File: config.mk
export PLATFORM = sky130hd
export DESIGN_NAME = voice_activity_hysteresis_fsm_core
export DESIGN_NICKNAME = d
export VERILOG_FILES = /design/src/rtl/vahf_pkg.sv /design/src/rtl/vahf_classify.sv /design/src/rtl/voice_activity_hysteresis_fsm_core.sv
export VERILOG_INCLUDE_DIRS = /design/src /design/src/rtl
export SDC_FILE = /design/constraint.sdc
export NUM_CORES = 1
export LEC_CHECK = 0
export ABC_AREA = 1
export BUFFER_PORTS_ARGS = -buffer_cell sky130_fd_sc_hd__buf_2
export CORE_MARGIN = 1
export CORE_UTILIZATION = 45
export CTS_BUF_LIST = sky130_fd_sc_hd__clkbuf_4 sky130_fd_sc_hd__clkbuf_8 sky130_fd_sc_hd__clkbuf_16
export DETAILED_ROUTE_END_ITERATION = 10
export GPL_TIMING_DRIVEN = 0
export SETUP_SLACK_MARGIN = 0.4
export SLEW_MARGIN = 25
export SYNTH_ARGS = -nofsm -noshare
export SYNTH_HDL_FRONTEND = slang
export SYNTH_HIERARCHICAL = 1
export SYNTH_SLANG_ARGS = --single-unit
File: constraint.sdc
create_clock -name aclk -period 3.1 [get_ports aclk]
set_input_delay 0.31 -clock aclk [delete_from_list [all_inputs] [get_ports aclk]]
set_output_delay 0.31 -clock aclk [all_outputs]
set_load 0.02 [all_outputs]
File: src/rtl/assert_macros.svh
`ifndef ASSERT_MACROS_SVH
`define ASSERT_MACROS_SVH

// Same-cycle implication, sampled on aclk, off while aresetn is low.
`define VAHF_ASSERT_NOW(lbl, ante, cons) \
    lbl: assert property (@(posedge aclk) disable iff (!aresetn) (ante) |-> (cons)) \
        else $error("vahf assertion failed");

// Next-cycle implication, sampled on aclk, off while aresetn is low.
`define VAHF_ASSERT_NEXT(lbl, ante, cons) \
    lbl: assert property (@(posedge aclk) disable iff (!aresetn) (ante) |=> (cons)) \
        else $error("vahf assertion failed");

`endif

File: src/rtl/vahf_pkg.sv
`default_nettype none

package vahf_pkg;

    // default frame and end-hold times, ms
    localparam int unsigned FRAME_TIME_MS_DEF    = 20;
    localparam int unsigned END_HOLD_TIME_MS_DEF = 800;

    localparam int unsigned TIMER_W   = 16;
    localparam int unsigned CFG_IDX_W = 4;
    localparam int unsigned CFG_DAT_W = 16;

    typedef enum logic [1:0] {
        MODE_IDLE     = 2'd0,
        MODE_SPEAKING = 2'd1,
        MODE_HOLD     = 2'd2
    } vahf_mode_t;

    typedef enum logic [1:0] {
        EV_NONE  = 2'd0,
        EV_START = 2'd1,
        EV_END   = 2'd2
    } vahf_event_t;

    typedef enum logic [CFG_IDX_W-1:0] {
        REG_ADC_RMS_START = 4'd0,
        REG_ADC_P2P_START = 4'd1,
        REG_PCM_RMS_START = 4'd2,
        REG_PCM_P2P_START = 4'd3,
        REG_ADC_RMS_STOP  = 4'd4,
        REG_ADC_P2P_STOP  = 4'd5,
        REG_PCM_RMS_STOP  = 4'd6,
        REG_PCM_P2P_STOP  = 4'd7
    } vahf_reg_idx_t;

    typedef struct packed {
        logic [12:0] clip_count;
        logic [11:0] raw_rms;
        logic [11:0] raw_peak_to_peak;
        logic [14:0] audio_rms;
        logic [15:0] audio_peak_to_peak;
    } vahf_stats_t;

    typedef struct packed {
        logic [11:0] adc_rms_start;
        logic [11:0] adc_p2p_start;
        logic [14:0] pcm_rms_start;
        logic [15:0] pcm_p2p_start;
        logic [11:0] adc_rms_stop;
        logic [11:0] adc_p2p_stop;
        logic [14:0] pcm_rms_stop;
        logic [15:0] pcm_p2p_stop;
    } vahf_thr_t;

    typedef struct packed {
        logic active;
        logic quiet;
    } vahf_flags_t;

    localparam vahf_thr_t THR_RESET = '{
        adc_rms_start: 12'd200,
        adc_p2p_start: 12'd800,
        pcm_rms_start: 15'd1000,
        pcm_p2p_start: 16'd4000,
        adc_rms_stop:  12'd100,
        adc_p2p_stop:  12'd400,
        pcm_rms_stop:  15'd500,
        pcm_p2p_stop:  16'd2000
    };

endpackage

`default_nettype wire

File: src/rtl/vahf_classify.sv
`default_nettype none

// Frame classifier: active if anything clipped or any stat hits its start
// level; quiet if nothing clipped and every stat is at/below its stop level.
module vahf_classify (
    input  wire vahf_pkg::vahf_stats_t stats,
    input  wire vahf_pkg::vahf_thr_t   thr,
    output vahf_pkg::vahf_flags_t      flags
);

    logic clipped;

    assign clipped = (stats.clip_count != '0);

    assign flags.active = clipped
                       || (stats.raw_rms            >= thr.adc_rms_start)
                       || (stats.raw_peak_to_peak   >= thr.adc_p2p_start)
                       || (stats.audio_rms          >= thr.pcm_rms_start)
                       || (stats.audio_peak_to_peak >= thr.pcm_p2p_start);

    assign flags.quiet = !clipped
                      && (stats.raw_rms            <= thr.adc_rms_stop)
                      && (stats.raw_peak_to_peak   <= thr.adc_p2p_stop)
                      && (stats.audio_rms          <= thr.pcm_rms_stop)
                      && (stats.audio_peak_to_peak <= thr.pcm_p2p_stop);

endmodule

`default_nettype wire

File: src/rtl/voice_activity_hysteresis_fsm_core.sv
`default_nettype none

// Voice activity detector with hysteresis. Each input word carries one
// frame's statistics (clip count, raw ADC RMS and peak-to-peak, PCM RMS and
// peak-to-peak) and yields exactly one result word with m_event_res:
// 0 none, 1 voice start (idle -> speaking), 2 voice end (silence hold has
// lasted END_HOLD_TIME_MS, counted in steps of FRAME_TIME_MS per quiet
// frame). One word per cycle is taken when m_ready does not stall; words
// pass the input register, then the result register (classifier and state
// update between), and a new word is taken while a finished result still
// waits on m_ready. The eight thresholds are written through the cfg port
// (index 0..7, other indexes are ignored, data masked to the register
// width); the user must do so only while the block is idle, which it does not enforce.
module voice_activity_hysteresis_fsm_core #(
    parameter int unsigned FRAME_TIME_MS    = vahf_pkg::FRAME_TIME_MS_DEF,
    parameter int unsigned END_HOLD_TIME_MS = vahf_pkg::END_HOLD_TIME_MS_DEF
) (
    input  wire logic                             aclk,
    input  wire logic                             aresetn,

    // frame statistics in
    input  wire logic                             s_valid,
    output logic                                  s_ready,
    input  wire logic [12:0]                      s_clip_count,
    input  wire logic [11:0]                      s_raw_rms,
    input  wire logic [11:0]                      s_raw_peak_to_peak,
    input  wire logic [14:0]                      s_audio_rms,
    input  wire logic [15:0]                      s_audio_peak_to_peak,

    // event out
    output logic                                  m_valid,
    input  wire logic                             m_ready,
    output logic [1:0]                            m_event_res,

    // threshold writes
    input  wire logic                             cfg_valid,
    output logic                                  cfg_ready,
    input  wire logic [vahf_pkg::CFG_IDX_W-1:0]   cfg_index,
    input  wire logic [vahf_pkg::CFG_DAT_W-1:0]   cfg_data
);

    localparam int unsigned TW = vahf_pkg::TIMER_W;
    localparam logic [TW-1:0] FRAME_STEP = TW'(FRAME_TIME_MS);
    localparam logic [TW-1:0] END_HOLD   = TW'(END_HOLD_TIME_MS);

    // ---------------- threshold registers ----------------
    vahf_pkg::vahf_thr_t thr_reg;

    assign cfg_ready = 1'b1;   // writes are always accepted

    always_ff @(posedge aclk) begin
        if (!aresetn) begin
            thr_reg <= vahf_pkg::THR_RESET;
        end else if (cfg_valid && cfg_ready) begin
            unique case (cfg_index)
                vahf_pkg::REG_ADC_RMS_START: thr_reg.adc_rms_start <= cfg_data[11:0];
                vahf_pkg::REG_ADC_P2P_START: thr_reg.adc_p2p_start <= cfg_data[11:0];
                vahf_pkg::REG_PCM_RMS_START: thr_reg.pcm_rms_start <= cfg_data[14:0];
                vahf_pkg::REG_PCM_P2P_START: thr_reg.pcm_p2p_start <= cfg_data[15:0];
                vahf_pkg::REG_ADC_RMS_STOP:  thr_reg.adc_rms_stop  <= cfg_data[11:0];
                vahf_pkg::REG_ADC_P2P_STOP:  thr_reg.adc_p2p_stop  <= cfg_data[11:0];
                vahf_pkg::REG_PCM_RMS_STOP:  thr_reg.pcm_rms_stop  <= cfg_data[14:0];
                vahf_pkg::REG_PCM_P2P_STOP:  thr_reg.pcm_p2p_stop  <= cfg_data[15:0];
                default: ;  // out-of-range index: dropped
            endcase
        end
    end

    // ---------------- input register ----------------
    logic                  in_valid_reg;
    vahf_pkg::vahf_stats_t stats_reg;
    logic                  move;   // input stage hands its word to the result stage

    assign move    = in_valid_reg && (!m_valid || m_ready);
    assign s_ready = !in_valid_reg || move;

    always_ff @(posedge aclk) begin
        if (!aresetn) begin
            in_valid_reg <= 1'b0;
        end else if (s_ready) begin
            in_valid_reg <= s_valid;
        end
    end

    always_ff @(posedge aclk) begin
        if (s_valid && s_ready) begin
            stats_reg.clip_count         <= s_clip_count;
            stats_reg.raw_rms            <= s_raw_rms;
            stats_reg.raw_peak_to_peak   <= s_raw_peak_to_peak;
            stats_reg.audio_rms          <= s_audio_rms;
            stats_reg.audio_peak_to_peak <= s_audio_peak_to_peak;
        end
    end

    // ---------------- classify ----------------
    vahf_pkg::vahf_flags_t flags;

    vahf_classify u_classify (
        .stats (stats_reg),
        .thr   (thr_reg),
        .flags (flags)
    );

    // ---------------- detector state ----------------
    vahf_pkg::vahf_mode_t  mode_reg, mode_next;
    logic [TW-1:0]         silence_reg, silence_next;
    vahf_pkg::vahf_event_t ev_next;
    logic [TW:0]           silence_sum;
    logic [TW-1:0]         silence_inc;   // saturating silence + frame step
    logic                  hold_quiet;    // quiet frame in silence hold
    logic                  hold_done;

    assign silence_sum = {1'b0, silence_reg} + {1'b0, FRAME_STEP};
    assign silence_inc = silence_sum[TW] ? '1 : silence_sum[TW-1:0];
    assign hold_quiet  = !flags.active && flags.quiet;
    assign hold_done   = (silence_inc >= END_HOLD);

    // next state and timer
    always_comb begin
        mode_next    = mode_reg;
        silence_next = silence_reg;
        unique case (mode_reg)
            vahf_pkg::MODE_IDLE: begin
                if (flags.active) begin
                    mode_next    = vahf_pkg::MODE_SPEAKING;
                    silence_next = '0;
                end
            end
            vahf_pkg::MODE_SPEAKING: begin
                if (flags.quiet) begin
                    mode_next    = vahf_pkg::MODE_HOLD;
                    silence_next = FRAME_STEP;   // first quiet frame counts
                end else begin
                    silence_next = '0;
                end
            end
            vahf_pkg::MODE_HOLD: begin
                if (hold_quiet && hold_done) begin
                    mode_next    = vahf_pkg::MODE_IDLE;
                    silence_next = '0;
                end else if (hold_quiet) begin
                    silence_next = silence_inc;
                end else begin
                    // speech came back before the hold ran out
                    mode_next    = vahf_pkg::MODE_SPEAKING;
                    silence_next = '0;
                end
            end
            default: begin
                // illegal encoding: recover to idle silently
                mode_next    = vahf_pkg::MODE_IDLE;
                silence_next = '0;
            end
        endcase
    end

    // event out of the current word
    always_comb begin
        ev_next = vahf_pkg::EV_NONE;
        unique case (mode_reg)
            vahf_pkg::MODE_IDLE:     if (flags.active) ev_next = vahf_pkg::EV_START;
            vahf_pkg::MODE_SPEAKING: ev_next = vahf_pkg::EV_NONE;
            vahf_pkg::MODE_HOLD:     if (hold_quiet && hold_done) ev_next = vahf_pkg::EV_END;
            default:                 ev_next = vahf_pkg::EV_NONE;
        endcase
    end

    always_ff @(posedge aclk) begin
        if (!aresetn) begin
            mode_reg    <= vahf_pkg::MODE_IDLE;
            silence_reg <= '0;
        end else if (move) begin
            mode_reg    <= mode_next;
            silence_reg <= silence_next;
        end
    end

    // ---------------- result register ----------------
    vahf_pkg::vahf_event_t event_reg;
    logic                  out_valid_reg;

    always_ff @(posedge aclk) begin
        if (!aresetn) begin
            out_valid_reg <= 1'b0;
        end else if (move) begin
            out_valid_reg <= 1'b1;
        end else if (m_ready) begin
            out_valid_reg <= 1'b0;
        end
    end

    always_ff @(posedge aclk) begin
        if (move) begin
            event_reg <= ev_next;
        end
    end

    assign m_valid     = out_valid_reg;
    assign m_event_res = event_reg;

    // ---------------- assertions ----------------
`include "assert_macros.svh"

    // idle always carries a cleared timer
    `VAHF_ASSERT_NOW(a_idle_timer_clear, mode_reg == vahf_pkg::MODE_IDLE, silence_reg == '0)
    // silence hold has counted at least the entering frame
    `VAHF_ASSERT_NOW(a_hold_timer_min, mode_reg == vahf_pkg::MODE_HOLD, silence_reg >= FRAME_STEP)
    // voice start leaves the machine speaking with a clear timer
    `VAHF_ASSERT_NEXT(a_start_to_speaking, move && ev_next == vahf_pkg::EV_START,
        mode_reg == vahf_pkg::MODE_SPEAKING && silence_reg == '0)
    // voice end leaves the machine idle
    `VAHF_ASSERT_NEXT(a_end_to_idle, move && ev_next == vahf_pkg::EV_END,
        mode_reg == vahf_pkg::MODE_IDLE && m_valid)
    // a word in the input stage blocked by a full result stage stays put
    `VAHF_ASSERT_NEXT(a_stage_hold, in_valid_reg && !move, in_valid_reg && $stable(stats_reg))

endmodule

`default_nettype wire

Yosys cells after proc, flatten, opt, wreduce, memory -nomap -nowiden
Index checks and enable logic that the tools add are counted.
- $add $sub $neg: 1
- $lt $le $gt $ge: 9
- eq/ne operators: 12
- multiplexer cells: 16
- reduce and logical (&&, ||, !) cells: 32
- operator list (cell ; count):
    two-way mux 16 bit ; 4
    one-hot mux 16 bit (3 select lines) ; 1
    >= comparator 12 bit ; 2
    less-or-equal comparator 12 bit ; 2
    AND reduction 2 bit ; 9
    adder 16 x 5 -> 17 bit (second input constant) ; 1
    equality test 4 x 3 -> 1 bit (second input constant) ; 4
    >= comparator 16 x 10 -> 1 bit (second input constant) ; 1
    >= comparator 16 bit ; 1
    less-or-equal comparator 16 bit ; 1
    >= comparator 15 bit ; 1
    less-or-equal comparator 15 bit ; 1
    nonzero test 13 bit ; 1
    two-way mux 2 bit ; 5
    equality test 4 x 2 -> 1 bit (second input constant) ; 2
    logical AND 1 bit ; 8
    logical OR 1 bit ; 6
    one-hot mux 2 bit (3 select lines) ; 1
    two-way mux 5 bit ; 1
    equality test 4 x 1 -> 1 bit (second input constant) ; 1
    logical NOT 1 bit ; 4
    logical NOT 4 bit ; 1
    inequality test 2 bit (second input constant) ; 2
    one-hot mux 2 bit (2 select lines) ; 1
    7 further kinds ; 9
- register bits: 200
- input bits: 93
- output and inout port bits: 5
- logic and storage cells: 88

Logic depth before layout (Yosys ltp)
- depth after elaboration: 10
- mapped depth: 20
- mapped depth without buffers: 20

By module
Netlist, hierarchy kept.
- modules (own cells, without submodules) (module ; instances ; cells each ; area an instance (um2)):
    voice_activity_hysteresis_fsm_core ; 1 ; 785 ; 7201.9
    vahf_classify ; 1 ; 499 ; 3022.9

Worst setup path after synthesis
Ideal clock, no wire load.
- kind: register -> register
- from: register out_valid_reg, in the netlist m_valid
- to: register stats_reg[0] (netlist bit), enable pin
- arrival time: 2077 ps
- data required time: 2678 ps
- path slack: 601 ps
- cell stages (with the launch flop): 4
- buffers on the path: 0
- clock period less this slack: 2499 ps
- cell sequence: dfxtp_1 nand3_1 nand2_1 inv_1
- cells in the longest elaborated chain, start to end: 5
- RTL lines (element ; line ; RTL):
    start: declaration ; voice_activity_hysteresis_fsm_core.sv:180 ; logic out_valid_reg;
    start signal: assignment ; voice_activity_hysteresis_fsm_core.sv:184 ; out_valid_reg <= 1'b0;
    start signal: assignment ; voice_activity_hysteresis_fsm_core.sv:186 ; out_valid_reg <= 1'b1;
    start signal: assignment ; voice_activity_hysteresis_fsm_core.sv:188 ; out_valid_reg <= 1'b0;
    logical NOT 1 bit ; voice_activity_hysteresis_fsm_core.sv:74 ; assign move = in_valid_reg && (!m_valid || m_ready);
    logical OR 1 bit ; voice_activity_hysteresis_fsm_core.sv:74 ;
    logical AND 1 bit ; voice_activity_hysteresis_fsm_core.sv:74 ;
    logical OR 1 bit ; voice_activity_hysteresis_fsm_core.sv:75 ; assign s_ready = !in_valid_reg || move;
    named net s_ready ; voice_activity_hysteresis_fsm_core.sv:23 ; output logic s_ready,
    logical AND 1 bit ; voice_activity_hysteresis_fsm_core.sv:86 ; if (s_valid && s_ready) begin
    end: declaration ; voice_activity_hysteresis_fsm_core.sv:71 ; vahf_pkg::vahf_stats_t stats_reg;
The timed path passes the listed nets, and every way through them passes these cells.
A chain may end at the register's enable or synchronous reset.

==> flow_summary.yaml <==
clock_network:
  h-tree-depth: 4
  cts_buffers: 17
  clock-sinks: 198
  clock_latency_ps: 440
  root_buffer: "clkbuf_16"
  cts.clk_slew.worst_paths_ps: 70
  cts_tree: "yes"
  cts_max_path_buffers: 2
timing:
  fin_tns_setup_ps: 0
  hold_violations: 0
  slew_headroom_pct: 48.6
  worst_pin_slew_ps: 771
  post-route-period-util_pct: 83.3
  rsz0062_at_grt: "false"
  finalMaxSlewViolations: 0
  layout_min_cycle_time_ps: 2580
  finalClockSkew_ps: 13.2
  fmax_ghz: 0.387
  setup_slack_ps: 519
  setup_viol: 0
job:
  timing.max_cap.violations: 0
logic_synthesis:
  ys_seq_area_share_pct: 45.6
  yosysWarnings: 6
  syn_area_per_cell_um2: 7.96
  synth_area_um2: 10200
  synth.net_count: 1493
  synth_edf_count: 70
  ys_async_sr_fraction_pct: 0
  synthFlopType: "dfxtp_1"
  syn_inst: 1284
  yosys_register_bits: 198
  synth_cell_type_count: 33
grt:
  grt_pass1_wl_mm: 39.5
  grt_pass1_vias: 7618
  antenna_found_initial: 0
  grt_start_max_net_pins: 45
  grt_overflow: 0
  grtUsageTotal_pct: 22.0
finish:
  drive_above_1_share_pct: 12.6
  largest_reg_flops: 110
  n_fill_cell: 2122
  syn2layout_area_growth_pct: 15.1
  fin_util_pct: 53.4
  nets: 1603
  insertedDiodeCount: 0
placement:
  place_ws_ps: 230
  numPortBuffers: 83
  finalWeightedCongestion: 0.851
  dp_hpwl_mm: 18.1
floorplanning:
  coreArea_um2: 22000
  die_h_um: 153
  start_util_pct: 46.4
  rows: 54
  fp.dieW_um: 153
  num_io_pins: 98
  dieArea_um2: 23300
setup_path:
  start_kind: "register"
  cp.required_ps: 3400
  path_max_fanout: 8
  end_kind: "register"
  r2r_cells: 15
  critPathKind: "reg2reg"
  crit_arrival_ps: 2880
worst_hold_path:
  hp-class: "in2reg"
  hold_depth: 1
pwr:
  pwr-share-comb_pct: 9.3
  internal-power_mw: 4.26
  power_frac_seq_pct: 50.3
  swShare_pct: 24.5
  power_switching_mw: 1.38
  ir_drop_mv: 0.272
  p_leak_nw: 5.65
  p_clk_share_pct: 40.4
  cellPowerDensity_nw_per_um2: 480
run_status:
  violations: "design-rule violations"
  status: "finished with violations"
route:
  vias: 8294
  drt_pre_antenna_iters: 10
  routedWlPerCell_um: 14.8
  ant_nets: 0
  via_per_inst: 4.92
  initialDrtViolationCount: 596
  drc: 1
  finalWirelength_mm: 25.0
path summary, 6_finish.rpt:
kind	start	slack, ps	to
hold reg to reg	thr_reg[80]$_SDFFE_PN1P_	460	thr_reg[80]$_SDFFE_PN1P_
hold / removal	s_clip_count[10]	40	stats_reg[65]$_DFFE_PP_
setup / recovery	stats_reg[32]$_DFFE_PP_	520	silence_reg[5]$_SDFFE_PN0P_
setup reg to reg	stats_reg[32]$_DFFE_PP_	520	silence_reg[5]$_SDFFE_PN0P_
cells in the final DEF (no fill, tap or decap), drive strengths merged, types with 15 or more instances in the layout:
cell | synthesis | final
nand2 | 254 | 254
nor2 | 220 | 220
inv | 187 | 190
dfxtp | 128 | 128
ha | 116 | 116
buf | 5 | 96
o21ai | 92 | 92
nand3 | 73 | 73
edfxtp | 70 | 70
clkbuf | 39 | 61
a21oi | 58 | 58
nand4 | 15 | 15
cell usage after synthesis, types with 5 or more instances:
cell      count  area share (%)
a21oi_1      57             2.8
clkbuf_1     30             1.1
clkbuf_2      9            0.44
dfxtp_1     128              25
edfxtp_1     70              21
ha_1        116              14
inv_1       182             6.7
inv_2         5            0.18
nand2_1     250             9.2
nand3_1      72             3.5
nand4_1      15            0.92
nor2_1      207             7.6
nor2_2       11            0.67
nor3_1        6            0.29
o21ai_0      83             4.1
o21ai_1       9            0.44
critical path, stage by stage, from the launching register on:
cell and delay (ps):
edfxtp_1 430, ha_1 340, a21oi_1 170, o21ai_0 120, nand2_1 80, nand4_1 210
nor2_4 250, nand3_4 140, o21ai_4 190, inv_1 90, nand2_1 80, inv_1 50
nand3_2 80, inv_4 60, o21ai_1 80, a21oi_1 70
through the flow:
stage,total power [mW],instances,area [µm²],hold WS (ps)
finish,5.64,1687,11800,42.4
global route,5.89,1687,11800,18.7
CTS,5.68,1680,11600,23.8
detailed placement,3.40,1648,11000,442
global placement,3.38,1647,11000,439
floorplan,3.20,1284,10200,409
layer usage:
metal  up-vias  track usage (%)  part of all wire, %
met5         -                0                    0
met4         0             8.13                  2.1
met3        26             3.01                  3.5
met2       158             37.4                   48
met1      3771             28.4                   47
li1       4339                -                    -
cells by family (layout without fill, tap and decap cells):
logic type,Yosys count,in the layout,synth area share (%)
simple gates,579,579,23.5
fa+ha+maj,116,116,14.2
flops,198,198,45.6
compound gates,158,158,7.98
buf+inv,232,355,8.70
other cells,1,1,0.0367
power by group through the flow:
stage               combinational (mW)  clock, mW  sequential (mW)
global placement                 0.483          0             2.90
global route                     0.598       2.45             2.85
CTS                              0.506       2.33             2.84
floorplan                        0.318          0             2.88
detailed placement               0.501          0             2.90
finish                           0.524       2.28             2.84
cell type report:
type | count | area, µm² | area share (%)
Buffer | 44 | 186 | 1.58
Tap cell | 280 | 350 | 2.98
Clock inverter | 10 | 123 | 1.04
Multi-Input combinational cell | 854 | 4770 | 40.5
Inverter | 188 | 711 | 6.04
Timing Repair Buffer | 91 | 488 | 4.15
Clock buffer | 22 | 480 | 4.08
Sequential cell | 198 | 4660 | 39.6
what timing repair did:
action / CTS / global route
buffers inserted: 0 / 7
cloned: 0 / 0
gates resized for setup: 3 / 19
endpoints found under the setup margin: 12 / 14
hold buffers: 0 / 0
pin swaps: 2 / 9
Note: power is estimated with default switching activity, not from simulation.
